File: src/rtl/wld_pkg.sv
package wld_pkg;

  // sizes fixed by the field formats
  localparam int NUM_LINKS_DEF  = 4;
  localparam int REG_LINKS      = 4;
  localparam int SHARE_W        = 15;
  localparam int CREDIT_W       = 16;
  localparam int TAG_W          = 16;
  localparam int MASK_W         = 4;
  localparam int USE_W          = 3;
  localparam int ADDR_W         = 5;
  localparam int DATA_W         = 32;
  localparam int REFILL_PERIOD  = 100;
  localparam int REFILL_W       = 7;

  // credit constants, q8.8
  localparam logic [CREDIT_W-1:0] CREDIT_MAX       = 16'hFFFF;
  localparam logic [CREDIT_W-1:0] CREDIT_MINUS_ONE = 16'hFF00;

  // register reset values
  localparam logic [SHARE_W-1:0] SHARE_RST  = 15'd6400;
  localparam logic [MASK_W-1:0]  MASTER_RST = 4'd1;
  localparam logic [USE_W-1:0]   USE_RST    = 3'd4;

  // register index, from paddr word address
  typedef enum logic [2:0] {
    REG_SHARE0 = 3'd0,
    REG_SHARE1 = 3'd1,
    REG_SHARE2 = 3'd2,
    REG_SHARE3 = 3'd3,
    REG_MASTER = 3'd4,
    REG_IN_USE = 3'd5
  } reg_idx_e;

  typedef struct packed {
    logic [REG_LINKS-1:0][SHARE_W-1:0] share;
    logic [MASK_W-1:0]                 master_mask;
    logic [USE_W-1:0]                  links_in_use;
  } cfg_t;

  typedef struct packed {
    logic [TAG_W-1:0]  tag;
    logic [MASK_W-1:0] dest;
    logic              gap;
  } result_t;

  typedef enum logic [1:0] {
    ST_IDLE,
    ST_SCAN,
    ST_PICK,
    ST_DONE
  } eng_state_e;

endpackage

File: src/rtl/wld_cfg_regs.sv
module wld_cfg_regs
  import wld_pkg::*;
(
  input  logic              clk_i,
  input  logic              rst_ni,
  input  logic              psel,
  input  logic              penable,
  input  logic              pwrite,
  input  logic [ADDR_W-1:0] paddr,
  input  logic [DATA_W-1:0] pwdata,
  output logic [DATA_W-1:0] prdata,
  output logic              pready,
  output cfg_t              cfg_o
);

  cfg_t     cfg_q;
  logic     wr_en;
  reg_idx_e idx;

  assign pready = 1'b1;
  assign wr_en  = psel & penable & pwrite;
  assign idx    = reg_idx_e'(paddr[ADDR_W-1:2]);
  assign cfg_o  = cfg_q;

  // register writes
  always_ff @(posedge clk_i or negedge rst_ni) begin
    if (!rst_ni) begin
      for (int j = 0; j < REG_LINKS; j++) begin
        cfg_q.share[j] <= SHARE_RST;
      end
      cfg_q.master_mask  <= MASTER_RST;
      cfg_q.links_in_use <= USE_RST;
    end else if (wr_en) begin
      case (idx)
        REG_SHARE0: cfg_q.share[0]     <= pwdata[SHARE_W-1:0];
        REG_SHARE1: cfg_q.share[1]     <= pwdata[SHARE_W-1:0];
        REG_SHARE2: cfg_q.share[2]     <= pwdata[SHARE_W-1:0];
        REG_SHARE3: cfg_q.share[3]     <= pwdata[SHARE_W-1:0];
        REG_MASTER: cfg_q.master_mask  <= pwdata[MASK_W-1:0];
        REG_IN_USE: cfg_q.links_in_use <= pwdata[USE_W-1:0];
        default: ;
      endcase
    end
  end

  // read mux
  always_comb begin
    prdata = '0;
    case (idx)
      REG_SHARE0: prdata = DATA_W'(cfg_q.share[0]);
      REG_SHARE1: prdata = DATA_W'(cfg_q.share[1]);
      REG_SHARE2: prdata = DATA_W'(cfg_q.share[2]);
      REG_SHARE3: prdata = DATA_W'(cfg_q.share[3]);
      REG_MASTER: prdata = DATA_W'(cfg_q.master_mask);
      REG_IN_USE: prdata = DATA_W'(cfg_q.links_in_use);
      default:    prdata = '0;
    endcase
  end

endmodule

File: src/rtl/wld_phase.sv
module wld_phase
  import wld_pkg::*;
#(
  parameter int NUM_LINKS = NUM_LINKS_DEF,
  localparam int CNT_W = $clog2(NUM_LINKS + 1)
) (
  input  logic             clk_i,
  input  logic             rst_ni,
  input  logic             advance_i,
  input  logic [CNT_W-1:0] count_i,
  output logic             refill_o,
  output logic [CNT_W-1:0] pick_o
);

  // packet count kept as residues: modulo the refill period and modulo
  // every possible eligible count
  logic [REFILL_W-1:0] refill_cnt_q;
  logic [CNT_W-1:0]    res_q [NUM_LINKS+1];

  assign refill_o = (refill_cnt_q == '0);
  assign pick_o   = res_q[count_i];

  // residue counters advance once per finished word
  always_ff @(posedge clk_i or negedge rst_ni) begin
    if (!rst_ni) begin
      refill_cnt_q <= '0;
      for (int k = 0; k <= NUM_LINKS; k++) begin
        res_q[k] <= '0;
      end
    end else if (advance_i) begin
      if (refill_cnt_q == REFILL_W'(REFILL_PERIOD - 1)) begin
        refill_cnt_q <= '0;
      end else begin
        refill_cnt_q <= refill_cnt_q + 1'b1;
      end
      for (int k = 0; k <= NUM_LINKS; k++) begin
        if (k == 0) begin
          res_q[k] <= '0;
        end else if (res_q[k] == CNT_W'(k - 1)) begin
          res_q[k] <= '0;
        end else begin
          res_q[k] <= res_q[k] + 1'b1;
        end
      end
    end
  end

endmodule

File: src/rtl/wld_engine.sv
module wld_engine
  import wld_pkg::*;
#(
  parameter int NUM_LINKS = NUM_LINKS_DEF,
  localparam int LINK_W = $clog2(NUM_LINKS),
  localparam int CNT_W  = $clog2(NUM_LINKS + 1)
) (
  input  logic             clk_i,
  input  logic             rst_ni,
  input  cfg_t             cfg_i,
  input  logic             start_i,
  input  logic [TAG_W-1:0] tag_i,
  input  logic             refill_i,
  input  logic [CNT_W-1:0] pick_i,
  input  logic             out_free_i,
  output logic             busy_o,
  output logic             done_o,
  output logic [CNT_W-1:0] count_o,
  output result_t          result_o
);

  eng_state_e          state_q, state_d;
  logic [LINK_W-1:0]   idx_q, idx_d;
  logic [CNT_W-1:0]    cnt_q, cnt_d;
  logic [CNT_W-1:0]    seen_q, seen_d;
  logic                refill_q, refill_d;
  result_t             res_q, res_d;
  logic [CREDIT_W-1:0] credit_q [NUM_LINKS];

  logic                last;
  logic                act;
  logic [SHARE_W-1:0]  share;
  logic [CREDIT_W-1:0] rd;
  logic [CREDIT_W-1:0] op_b;
  logic [CREDIT_W:0]   sum;
  logic [CREDIT_W-1:0] scan_val;
  logic [CREDIT_W-1:0] wr_val;
  logic                cr_we;
  logic                scan_elig;
  logic                pick_elig;
  logic [CNT_W-1:0]    cnt_inc;
  logic [MASK_W-1:0]   act_mask;
  logic [MASK_W-1:0]   one_hot;

  assign busy_o   = (state_q != ST_IDLE);
  assign done_o   = (state_q == ST_DONE) && out_free_i;
  assign count_o  = cnt_q;
  assign result_o = res_q;

  // per-link decode of the current index
  assign last = (idx_q == LINK_W'(NUM_LINKS - 1));
  assign act  = (int'(idx_q) < int'(cfg_i.links_in_use));
  always_comb begin
    share   = '0;
    one_hot = '0;
    for (int j = 0; j < REG_LINKS; j++) begin
      if (int'(idx_q) == j) begin
        share      = cfg_i.share[j];
        one_hot[j] = 1'b1;
      end
    end
  end

  // masters among active links
  always_comb begin
    act_mask = '0;
    for (int j = 0; j < MASK_W; j++) begin
      act_mask[j] = (j < NUM_LINKS) && (j < int'(cfg_i.links_in_use));
    end
  end

  // shared credit adder: on scan add share to active links in a refill packet, add minus one on pick
  assign rd   = credit_q[idx_q];
  always_comb begin
    op_b = '0;
    if (state_q == ST_PICK) begin
      op_b = CREDIT_MINUS_ONE;
    end else if (refill_q && act) begin
      op_b = CREDIT_W'(share);
    end
  end
  assign sum       = {1'b0, rd} + {1'b0, op_b};
  assign scan_val  = sum[CREDIT_W] ? CREDIT_MAX : sum[CREDIT_W-1:0];
  assign scan_elig = act && (scan_val[CREDIT_W-1:8] != '0);
  assign pick_elig = act && (rd[CREDIT_W-1:8] != '0);
  assign cnt_inc   = scan_elig ? cnt_q + 1'b1 : cnt_q;

  // next state
  always_comb begin
    state_d = state_q;
    case (state_q)
      ST_IDLE: if (start_i) state_d = ST_SCAN;
      ST_SCAN: begin
        if (last) state_d = (cnt_inc == '0) ? ST_DONE : ST_PICK;
      end
      ST_PICK: if (pick_elig && seen_q == pick_i) state_d = ST_DONE;
      ST_DONE: if (out_free_i) state_d = ST_IDLE;
      default: state_d = ST_IDLE;
    endcase
  end

  // datapath control
  always_comb begin
    idx_d    = idx_q;
    cnt_d    = cnt_q;
    seen_d   = seen_q;
    refill_d = refill_q;
    res_d    = res_q;
    cr_we    = 1'b0;
    wr_val   = scan_val;
    case (state_q)
      ST_IDLE: begin
        if (start_i) begin
          idx_d     = '0;
          cnt_d     = '0;
          seen_d    = '0;
          refill_d  = refill_i;
          res_d.tag = tag_i;
        end
      end
      ST_SCAN: begin
        cr_we  = 1'b1;
        wr_val = scan_val;
        cnt_d  = cnt_inc;
        idx_d  = last ? '0 : idx_q + 1'b1;
        if (last && cnt_inc == '0) begin
          res_d.dest = cfg_i.master_mask & act_mask;
          res_d.gap  = 1'b1;
        end
      end
      ST_PICK: begin
        if (pick_elig && seen_q == pick_i) begin
          cr_we      = 1'b1;
          wr_val     = sum[CREDIT_W-1:0];
          res_d.dest = one_hot;
          res_d.gap  = 1'b0;
        end else begin
          if (pick_elig) seen_d = seen_q + 1'b1;
          if (!last) idx_d = idx_q + 1'b1;
        end
      end
      ST_DONE: ;
      default: ;
    endcase
  end

  // control registers
  always_ff @(posedge clk_i or negedge rst_ni) begin
    if (!rst_ni) begin
      state_q  <= ST_IDLE;
      idx_q    <= '0;
      cnt_q    <= '0;
      seen_q   <= '0;
      refill_q <= 1'b0;
    end else begin
      state_q  <= state_d;
      idx_q    <= idx_d;
      cnt_q    <= cnt_d;
      seen_q   <= seen_d;
      refill_q <= refill_d;
    end
  end

  // result payload
  always_ff @(posedge clk_i) begin
    res_q <= res_d;
  end

  // link credits
  always_ff @(posedge clk_i or negedge rst_ni) begin
    if (!rst_ni) begin
      for (int k = 0; k < NUM_LINKS; k++) begin
        credit_q[k] <= '0;
      end
    end else if (cr_we) begin
      credit_q[idx_q] <= wr_val;
    end
  end

endmodule

File: src/rtl/weighted_link_distributor.sv
// Weighted link distributor: routes each packet word to one link of a bonding
// group by percentage credit, or to the active masters when no link has credit,
// one credit register visited per cycle through a single shared adder. One
// pass over the links adds shares on refill packets and counts eligible links;
// when any link is eligible, a second pass walks to the chosen link and takes
// one credit. The input is stalled while a packet is in work; the result sits in
// an output register so the next packet is taken while it waits. Shares, master
// mask and links in use must be written over the APB port only while no packet
// is in work; the block itself does not enforce this.
module weighted_link_distributor
  import wld_pkg::*;
#(
  parameter int NUM_LINKS = NUM_LINKS_DEF
) (
  input  logic              clk_i,
  input  logic              rst_ni,
  input  logic              psel,
  input  logic              penable,
  input  logic              pwrite,
  input  logic [ADDR_W-1:0] paddr,
  input  logic [DATA_W-1:0] pwdata,
  output logic [DATA_W-1:0] prdata,
  output logic              pready,
  input  logic              in_valid_i,
  output logic              in_stall_o,
  input  logic [TAG_W-1:0]  packet_tag_i,
  output logic              out_valid_o,
  input  logic              out_stall_i,
  output logic [TAG_W-1:0]  tag_out_o,
  output logic [MASK_W-1:0] dest_mask_o,
  output logic              gap_cover_o
);

  localparam int CNT_W = $clog2(NUM_LINKS + 1);

  cfg_t             cfg;
  logic             busy;
  logic             done;
  logic             start;
  logic             refill;
  logic [CNT_W-1:0] count;
  logic [CNT_W-1:0] pick;
  logic             out_free;
  result_t          result;
  logic             out_valid_q;
  result_t          out_q;

  assign in_stall_o = busy;
  assign start      = in_valid_i & ~busy;
  assign out_free   = ~out_valid_q | ~out_stall_i;

  wld_cfg_regs u_regs (
    .clk_i   (clk_i),
    .rst_ni  (rst_ni),
    .psel    (psel),
    .penable (penable),
    .pwrite  (pwrite),
    .paddr   (paddr),
    .pwdata  (pwdata),
    .prdata  (prdata),
    .pready  (pready),
    .cfg_o   (cfg)
  );

  wld_phase #(
    .NUM_LINKS (NUM_LINKS)
  ) u_phase (
    .clk_i     (clk_i),
    .rst_ni    (rst_ni),
    .advance_i (done),
    .count_i   (count),
    .refill_o  (refill),
    .pick_o    (pick)
  );

  wld_engine #(
    .NUM_LINKS (NUM_LINKS)
  ) u_engine (
    .clk_i      (clk_i),
    .rst_ni     (rst_ni),
    .cfg_i      (cfg),
    .start_i    (start),
    .tag_i      (packet_tag_i),
    .refill_i   (refill),
    .pick_i     (pick),
    .out_free_i (out_free),
    .busy_o     (busy),
    .done_o     (done),
    .count_o    (count),
    .result_o   (result)
  );

  // output word register
  always_ff @(posedge clk_i or negedge rst_ni) begin
    if (!rst_ni) begin
      out_valid_q <= 1'b0;
    end else if (done) begin
      out_valid_q <= 1'b1;
    end else if (!out_stall_i) begin
      out_valid_q <= 1'b0;
    end
  end

  always_ff @(posedge clk_i) begin
    if (done) begin
      out_q <= result;
    end
  end

  assign out_valid_o = out_valid_q;
  assign tag_out_o   = out_q.tag;
  assign dest_mask_o = out_q.dest;
  assign gap_cover_o = out_q.gap;

endmodule
File: config.mk
export PLATFORM = sky130hd
export DESIGN_NAME = weighted_link_distributor
export DESIGN_NICKNAME = d
export VERILOG_FILES = /design/src/rtl/wld_pkg.sv /design/src/rtl/wld_cfg_regs.sv /design/src/rtl/wld_phase.sv /design/src/rtl/wld_engine.sv /design/src/rtl/weighted_link_distributor.sv
export SDC_FILE = /design/constraint.sdc
export NUM_CORES = 1
export LEC_CHECK = 0
export BUFFER_PORTS_ARGS = -buffer_cell sky130_fd_sc_hd__buf_4
export CAP_MARGIN = 25
export CORE_MARGIN = 8
export CORE_UTILIZATION = 30
export CTS_CLUSTER_DIAMETER = 60
export DETAILED_ROUTE_END_ITERATION = 6
export GPL_TIMING_DRIVEN = 0
export PLACE_DENSITY_LB_ADDON = 0.12
export SYNTH_ARGS = -nofsm -noshare
export SYNTH_HDL_FRONTEND = slang
export SYNTH_SLANG_ARGS = --single-unit
File: constraint.sdc
create_clock -name clk_i -period 5.25 [get_ports clk_i]
set_input_delay 0.525 -clock clk_i [delete_from_list [all_inputs] [get_ports clk_i]]
set_output_delay 0.525 -clock clk_i [all_outputs]
set_load 0.01 [all_outputs]
==> results.json, run 1 <==
{
  "multi_input_area_um2": 5170,
  "path_class": "flop to flop",
  "min_path_type": "input pin to flop",
  "overflow": 0,
  "gp_congestion": 0.767,
  "cts.reportedPaths.clkPinSlew_ns": 0.06,
  "synth_seq_cells": 204,
  "synth_cell_type_count": 74,
  "dr_wl_met2_um": 14100,
  "std_cell_rows": 70,
  "critPathBufInv": 4,
  "ant_nets": 0,
  "drc": 0,
  "critical-path-top-delay-family": "compound AO/OA/AOI/OAI gates",
  "layout_common_cells": "dfrtp_1 (148), buf_4 (124), nor2_1 (115)",
  "setup_violations": 0,
  "p_per_area_nw_per_um2": 358,
  "synth_area_um2": 10900,
  "worstPathArrival_ns": 5.29,
  "post_drt_via_cell_ratio": 4.98,
  "p_leak_nw": 5.91,
  "max_freq_ghz": 0.199,
  "dr.pass1.iters": 5,
  "vdd_drop_max_mv": 0.294,
  "finalCoreUtilization": 0.370,
  "start_util": 0.302,
  "synth_top_cell_area_share": 0.340,
  "regArea_um2": 5330,
  "cp-start-kind": "flop",
  "drive_gt1_frac": 0.321,
  "numCtsBuffers": 27,
  "yosysSeqAreaShare": 0.489,
  "wl_met3_um": 1340,
  "max-cap-violations": 0,
  "finalCritPeriodShare": 0.958,
  "area_growth_pct": 22.8,
  "hold_viol": 0,
  "die_x_um": 207,
  "finalCriticalPeriod_ns": 5.03,
  "critical_path.slowest_cell": "a221oi_4",
  "drt_iter0_drc": 374,
  "crit_chain": "buf_8 > clkinvlp_4 > ha_4 > clkbuf_16 > nand2_4 > nor2_2 > a21oi_1 > nor2_1 > a21oi_1 > nor2_1 > a21oi_2 > nor2_1 > ha_2 > fa_2 > a21o_1 > a221oi_4 > nor3_2 > a311oi_4 > o2111ai_2 > o41ai_4 > nor4b_4 > o21ai_2 > a21oi_2 > buf_6",
  "top_layer": "met4",
  "synth_edf_count": 42,
  "die-area_um2": 42700,
  "synth.area.top_cells": "dfrtp_1 (34%), edfxtp_1 (12%), mux2_2 (8.8%), mux4_2 (6.0%), nor2_1 (4.0%)",
  "rsz0062_at_grt": "yes",
  "cts_tree": "yes",
  "slew_viol_final": 0,
  "clk_latency_ns": 0.54,
  "wl_met1_um": 15000,
  "synth_top_cell_by_area": "dfrtp_1",
  "ys.flop_type": "dfrtp_1",
  "grt_use_total": 0.147,
  "syn_inst": 990,
  "cp_max_fo": 6,
  "path_common_cell": "nor2_1",
  "io_buffers": 77,
  "core_um2": 36200,
  "antennaDiodeCount": 0,
  "total_power_mw": 4.80,
  "clock_sinks": 204,
  "dp_hpwl_um": 21900,
  "syn_avg_cell_area_um2": 11.0,
  "grt_pass1_vias": 8361,
  "slowest_delay_ns": 0.42,
  "slew_headroom": 0.309,
  "max-clock-path-buffers": 3,
  "final_common_cell": "dfrtp_1",
  "cp.required_ns": 5.51,
  "num_vias": 8091,
  "die_h_um": 207,
  "antenna_found_initial": 0,
  "cts_root_buffer": "clkbuf_16",
  "crit_path_end_kind": "flop",
  "grt_start_max_net_pins": 89,
  "clock_skew_ns": 0.0139,
  "tightest_slew_ns": 1.03,
  "cts_htree_levels": 1,
  "wirelength_um": 31000,
  "yosys_warnings": 0,
  "num-nets-final": 1230,
  "io_pins": 116,
  "wire_per_inst_um": 19.1,
  "status": "completed",
  "grt_first_pass_wirelength_um": 49200,
  "nFillCells": 3644,
  "synth-async-reset-ratio": 0.794
}
## path summary, 6_finish.rpt
path	endpoint	start	cells past startpoint	slack, ns
hold / removal	u_engine.result_o[17]	packet_tag_i[12]	1	0.16
setup reg to reg	u_engine.result_o[4]	u_engine.idx_q[1]	24	0.22
hold reg to reg	tag_out_o[2]	u_engine.result_o[7]	0	0.42
setup / recovery	u_engine.result_o[4]	u_engine.idx_q[1]	24	0.22
max in group asynchronous	u_regs.cfg_o[3]	rst_ni	3	3.85
min in group asynchronous	u_regs.cfg_o[16]	rst_ni	2	0.53
## routing by layer
metal	vias up	track usage
met5	-	0
met4	0	0.0326
met1	4037	0.206
met2	155	0.236
met3	39	0.0240
li1	3860	-
## area by class of cell
cell class,instances,share of cell area
sequential,204,0.398
clock inverter,15,0.00943
timing repair buffer,107,0.0626
multi-input combinational,693,0.386
buffer,73,0.0378
clock buffer,35,0.0534
tap,468,0.0437
inverter,31,0.00924
## synthesized netlist by cell type (7+ instances only)
master	number
clkbuf_1	31
xnor2_1	10
nand2b_1	7
dfstp_2	14
o21ai_0	45
buf_2	9
xor2_1	9
buf_6	8
inv_1	31
nand2_1	68
a31oi_1	49
a21o_1	9
nor3_1	10
buf_4	24
edfxtp_1	42
ha_1	32
dfrtp_1	148
nor2_1	117
mux4_2	29
and3_1	8
a21oi_1	70
nand3_1	20
mux2_2	85
and2_1	12
## what timing repair did
action	in CTS	in global routing
cloned	0	0
resized for setup	43	25
setup endpoints to repair	73	8
hold endpoints to repair	68	0
pin swaps	10	18
buffers inserted	17	9
hold buffers	1	0
## per-stage QoR
step	instances	setup TNS, ns	setup slack, ns	hold WS [ns]	area [um2]
floorplan	1006	0	0.0369	0.229	11000
global placement	1551	-78.07	-2.04	0.401	12100
detailed placement	1553	-72.48	-1.95	0.405	12200
finish	1626	0	0.219	0.162	13400
CTS	1620	0	0.0115	0.128	13300
global route	1626	-0.234	-0.0486	0.136	13400
## where the power goes
group | switching, mW | internal [mW]
logic | 0.679 | 0.528
registers | 0.0941 | 1.75
clock network | 0.731 | 1.02
## flip-flops by register name (all words and copies together), names as in the netlist, 3 cells and up
register and flops:
u_engine.count_o 3, u_regs.cfg_o 67, u_engine.credit_q 64, u_phase.refill_cnt_q 7, u_phase.res_q 12, u_engine.seen_q 3
dest_mask_o 4, u_engine.result_o 21, tag_out_o 16
## worst register-to-register path: stages, from the launching register on
cell        delay [ns]
dfrtp_1           0.41
buf_8             0.13
clkinvlp_4        0.13
ha_4              0.21
clkbuf_16         0.17
nand2_4           0.06
nor2_2            0.03
a21oi_1           0.10
nor2_1            0.06
a21oi_1           0.11
nor2_1            0.07
a21oi_2           0.22
nor2_1            0.10
ha_2              0.20
fa_2              0.37
a21o_1            0.22
a221oi_4          0.42
nor3_2            0.11
a311oi_4          0.30
o2111ai_2         0.21
o41ai_4           0.40
nor4b_4           0.33
o21ai_2           0.11
a21oi_2           0.16
buf_6             0.13
## cells by family (layout without fill, tap and decap cells)
family | count (synthesis) | count (layout) | synth area share
buf+inv | 109 | 261 | 0.0525
other cells | 2 | 18 | 0.000688
xor+xnor | 20 | 20 | 0.0167
fa+ha+maj | 33 | 33 | 0.0385
mux | 120 | 120 | 0.153
compound gates | 226 | 226 | 0.130
flops | 204 | 204 | 0.489
simple gates | 276 | 276 | 0.120
(Power assumes the default switching activity.)
==> run 2, diff against run 1 <==
RECOVER_POWER = 25   (was unset)
==> results.json, run 2 (same netlist as run 1, synthesis figures left out) <==
{
  "status": "complete, but fails checks",
  "failed_checks": "max-capacitance violations, max-slew violations",
  "cts_htree_levels": 1,
  "setup-tns-final_ns": 0,
  "multi_input_area_um2": 5170,
  "placed_cells": 1553,
  "num-nets-final": 1230,
  "max_freq_ghz": 0.199,
  "die_x_um": 207,
  "die-area_um2": 42700,
  "path_class": "flop to flop",
  "p_leak_nw": 5.90,
  "dp_hpwl_um": 21900,
  "largest_reg_flops": 67,
  "antennaDiodeCount": 0,
  "setup.worst_path.start": "u_engine.idx_q[1]",
  "stdcell_count": 1626,
  "finalCriticalPeriod_ns": 5.03,
  "area_growth_pct": 22.7,
  "drive_gt1_frac": 0.320,
  "cts_root_buffer": "clkbuf_16",
  "clock_sinks": 204,
  "drc": 0,
  "wirelength_um": 31000,
  "fin_ws_ns": 0.215,
  "wire_per_inst_um": 19.1,
  "num_vias": 8087,
  "cts.reportedPaths.clkPinSlew_ns": 0.06,
  "crit_path_end_kind": "flop",
  "die_h_um": 207,
  "clk_latency_ns": 0.54,
  "ff2ff_path_depth": 24,
  "place_ws_ns": -1.95,
  "antenna_found_initial": 0,
  "setup_violations": 0,
  "r2r_setup_slack_ns": 0.22,
  "reg2reg_from": "u_engine.idx_q[1]",
  "clock_skew_ns": 0.0134,
  "io_pins": 116,
  "io_buffers": 77,
  "core_um2": 36200,
  "cp.required_ns": 5.51,
  "final_common_cell": "dfrtp_1",
  "dr.pass1.iters": 5,
  "gp_congestion": 0.767,
  "grt_pass1_vias": 8361,
  "cts_tree": "yes",
  "post_drt_via_cell_ratio": 4.97,
  "slew_viol_final": 75,
  "endpoint": "u_engine.result_o[4]",
  "numCtsBuffers": 27,
  "max-clock-path-buffers": 3,
  "nFillCells": 3643,
  "tightest_slew_ns": 4.21,
  "slew_headroom": -1.81,
  "hold_viol": 0,
  "regArea_um2": 5330,
  "finalCritPeriodShare": 0.959,
  "grt_first_pass_wirelength_um": 49200,
  "start_util": 0.302,
  "cp-start-kind": "flop",
  "grt_use_total": 0.147,
  "cp_max_fo": 6,
  "overflow": 0,
  "worstPathArrival_ns": 5.29,
  "drt_iter0_drc": 386,
  "rsz0062_at_grt": "yes",
  "vdd_drop_max_mv": 0.293,
  "ant_nets": 0,
  "layout_common_cells": "dfrtp_1 (148), nor2_1 (115), buf_4 (108)",
  "worstReg2RegEnd": "u_engine.result_o[4]",
  "grt_start_max_net_pins": 89,
  "max-cap-violations": 1,
  "std_cell_rows": 70,
  "p_per_area_nw_per_um2": 358,
  "total_power_mw": 4.80,
  "min_path_type": "input pin to flop"
}
-- run 2: changes by cell type in the layout (fill, tap and decap cells not counted) --
| cell | before | now |
|---|---|---|
| clkbuf_1 | 24 | 25 |
| buf_4 | 124 | 108 |
| clkbuf_4 | 3 | 19 |
| buf_8 | 4 | 3 |
-- run 2: worst min-delay path by stage --
stage | start | end | slack (ns) | depth (start not counted)
6_report | packet_tag_i[12] | u_engine.result_o[17] | 0.19 | 1
3_5_place_dp | u_engine.result_o[17] | tag_out_o[12] | 0.41 | 0
2_1_floorplan | rst_ni | out_valid_o | 0.23 | 0
4_1_cts | packet_tag_i[15] | u_engine.result_o[20] | 0.13 | 1
3_3_place_gp | u_engine.result_o[15] | tag_out_o[10] | 0.40 | 0
5_1_grt | packet_tag_i[11] | u_engine.result_o[16] | 0.16 | 1
-- run 2: timing repair --
item | 4_1_cts | 5_1_grt
gates resized for setup | 43 | 25
gates cloned | 0 | 0
setup buffers | 17 | 9
endpoints found under the setup margin | 73 | 8
pin swaps | 10 | 18
hold buffers | 1 | 0
endpoints found under the hold margin | 68 | 0
-- run 2: metal layers --
metal	up-vias	part of all wire	GRT usage
met5	-	0	0
met4	0	0.018	0.0326
met3	37	0.046	0.0240
met2	159	0.46	0.236
met1	4029	0.48	0.206
li1	3862	-	-
-- run 2: layout make-up --
cell class	count	share of cell area
Sequential cell	204	0.398
Multi-Input combinational cell	693	0.386
Timing Repair Buffer	107	0.0618
Clock buffer	35	0.0535
Tap cell	468	0.0437
Buffer	73	0.0378
Clock inverter	15	0.00944
Inverter	31	0.00925
-- run 2: worst max-delay path, stage by stage, from the launching register on --
cell and delay (ns):
dfrtp_1 0.41, buf_8 0.13, clkinvlp_4 0.13, ha_4 0.21, clkbuf_16 0.16, nand2_4 0.05, nor2_2 0.03, a21oi_1 0.10
nor2_1 0.06, a21oi_1 0.11, nor2_1 0.07, a21oi_2 0.22, nor2_1 0.10, ha_2 0.20, fa_2 0.37, a21o_1 0.22
a221oi_4 0.43, nor3_2 0.11, a311oi_4 0.30, o2111ai_2 0.21, o41ai_4 0.40, nor4b_4 0.33, o21ai_2 0.10, a21oi_2 0.16
buf_6 0.13
-- run 2: power by group --
| part | internal, mW | switching [mW] | total [mW] |
|---|---|---|---|
| Clock | 1.02 | 0.731 | 1.75 |
| Sequential | 1.75 | 0.0944 | 1.84 |
| Combinational | 0.527 | 0.675 | 1.20 |
| Total | 3.30 | 1.50 | 4.80 |
-- run 2: through the flow --
stage                     hold slack (ns)  utilization  area, um2
final                               0.185        0.370      13400
after global routing                0.157        0.370      13400
after CTS                           0.128        0.368      13300
after detailed placement            0.405        0.337      12200
after global placement              0.401        0.336      12100
after floorplan                     0.229            -      11000
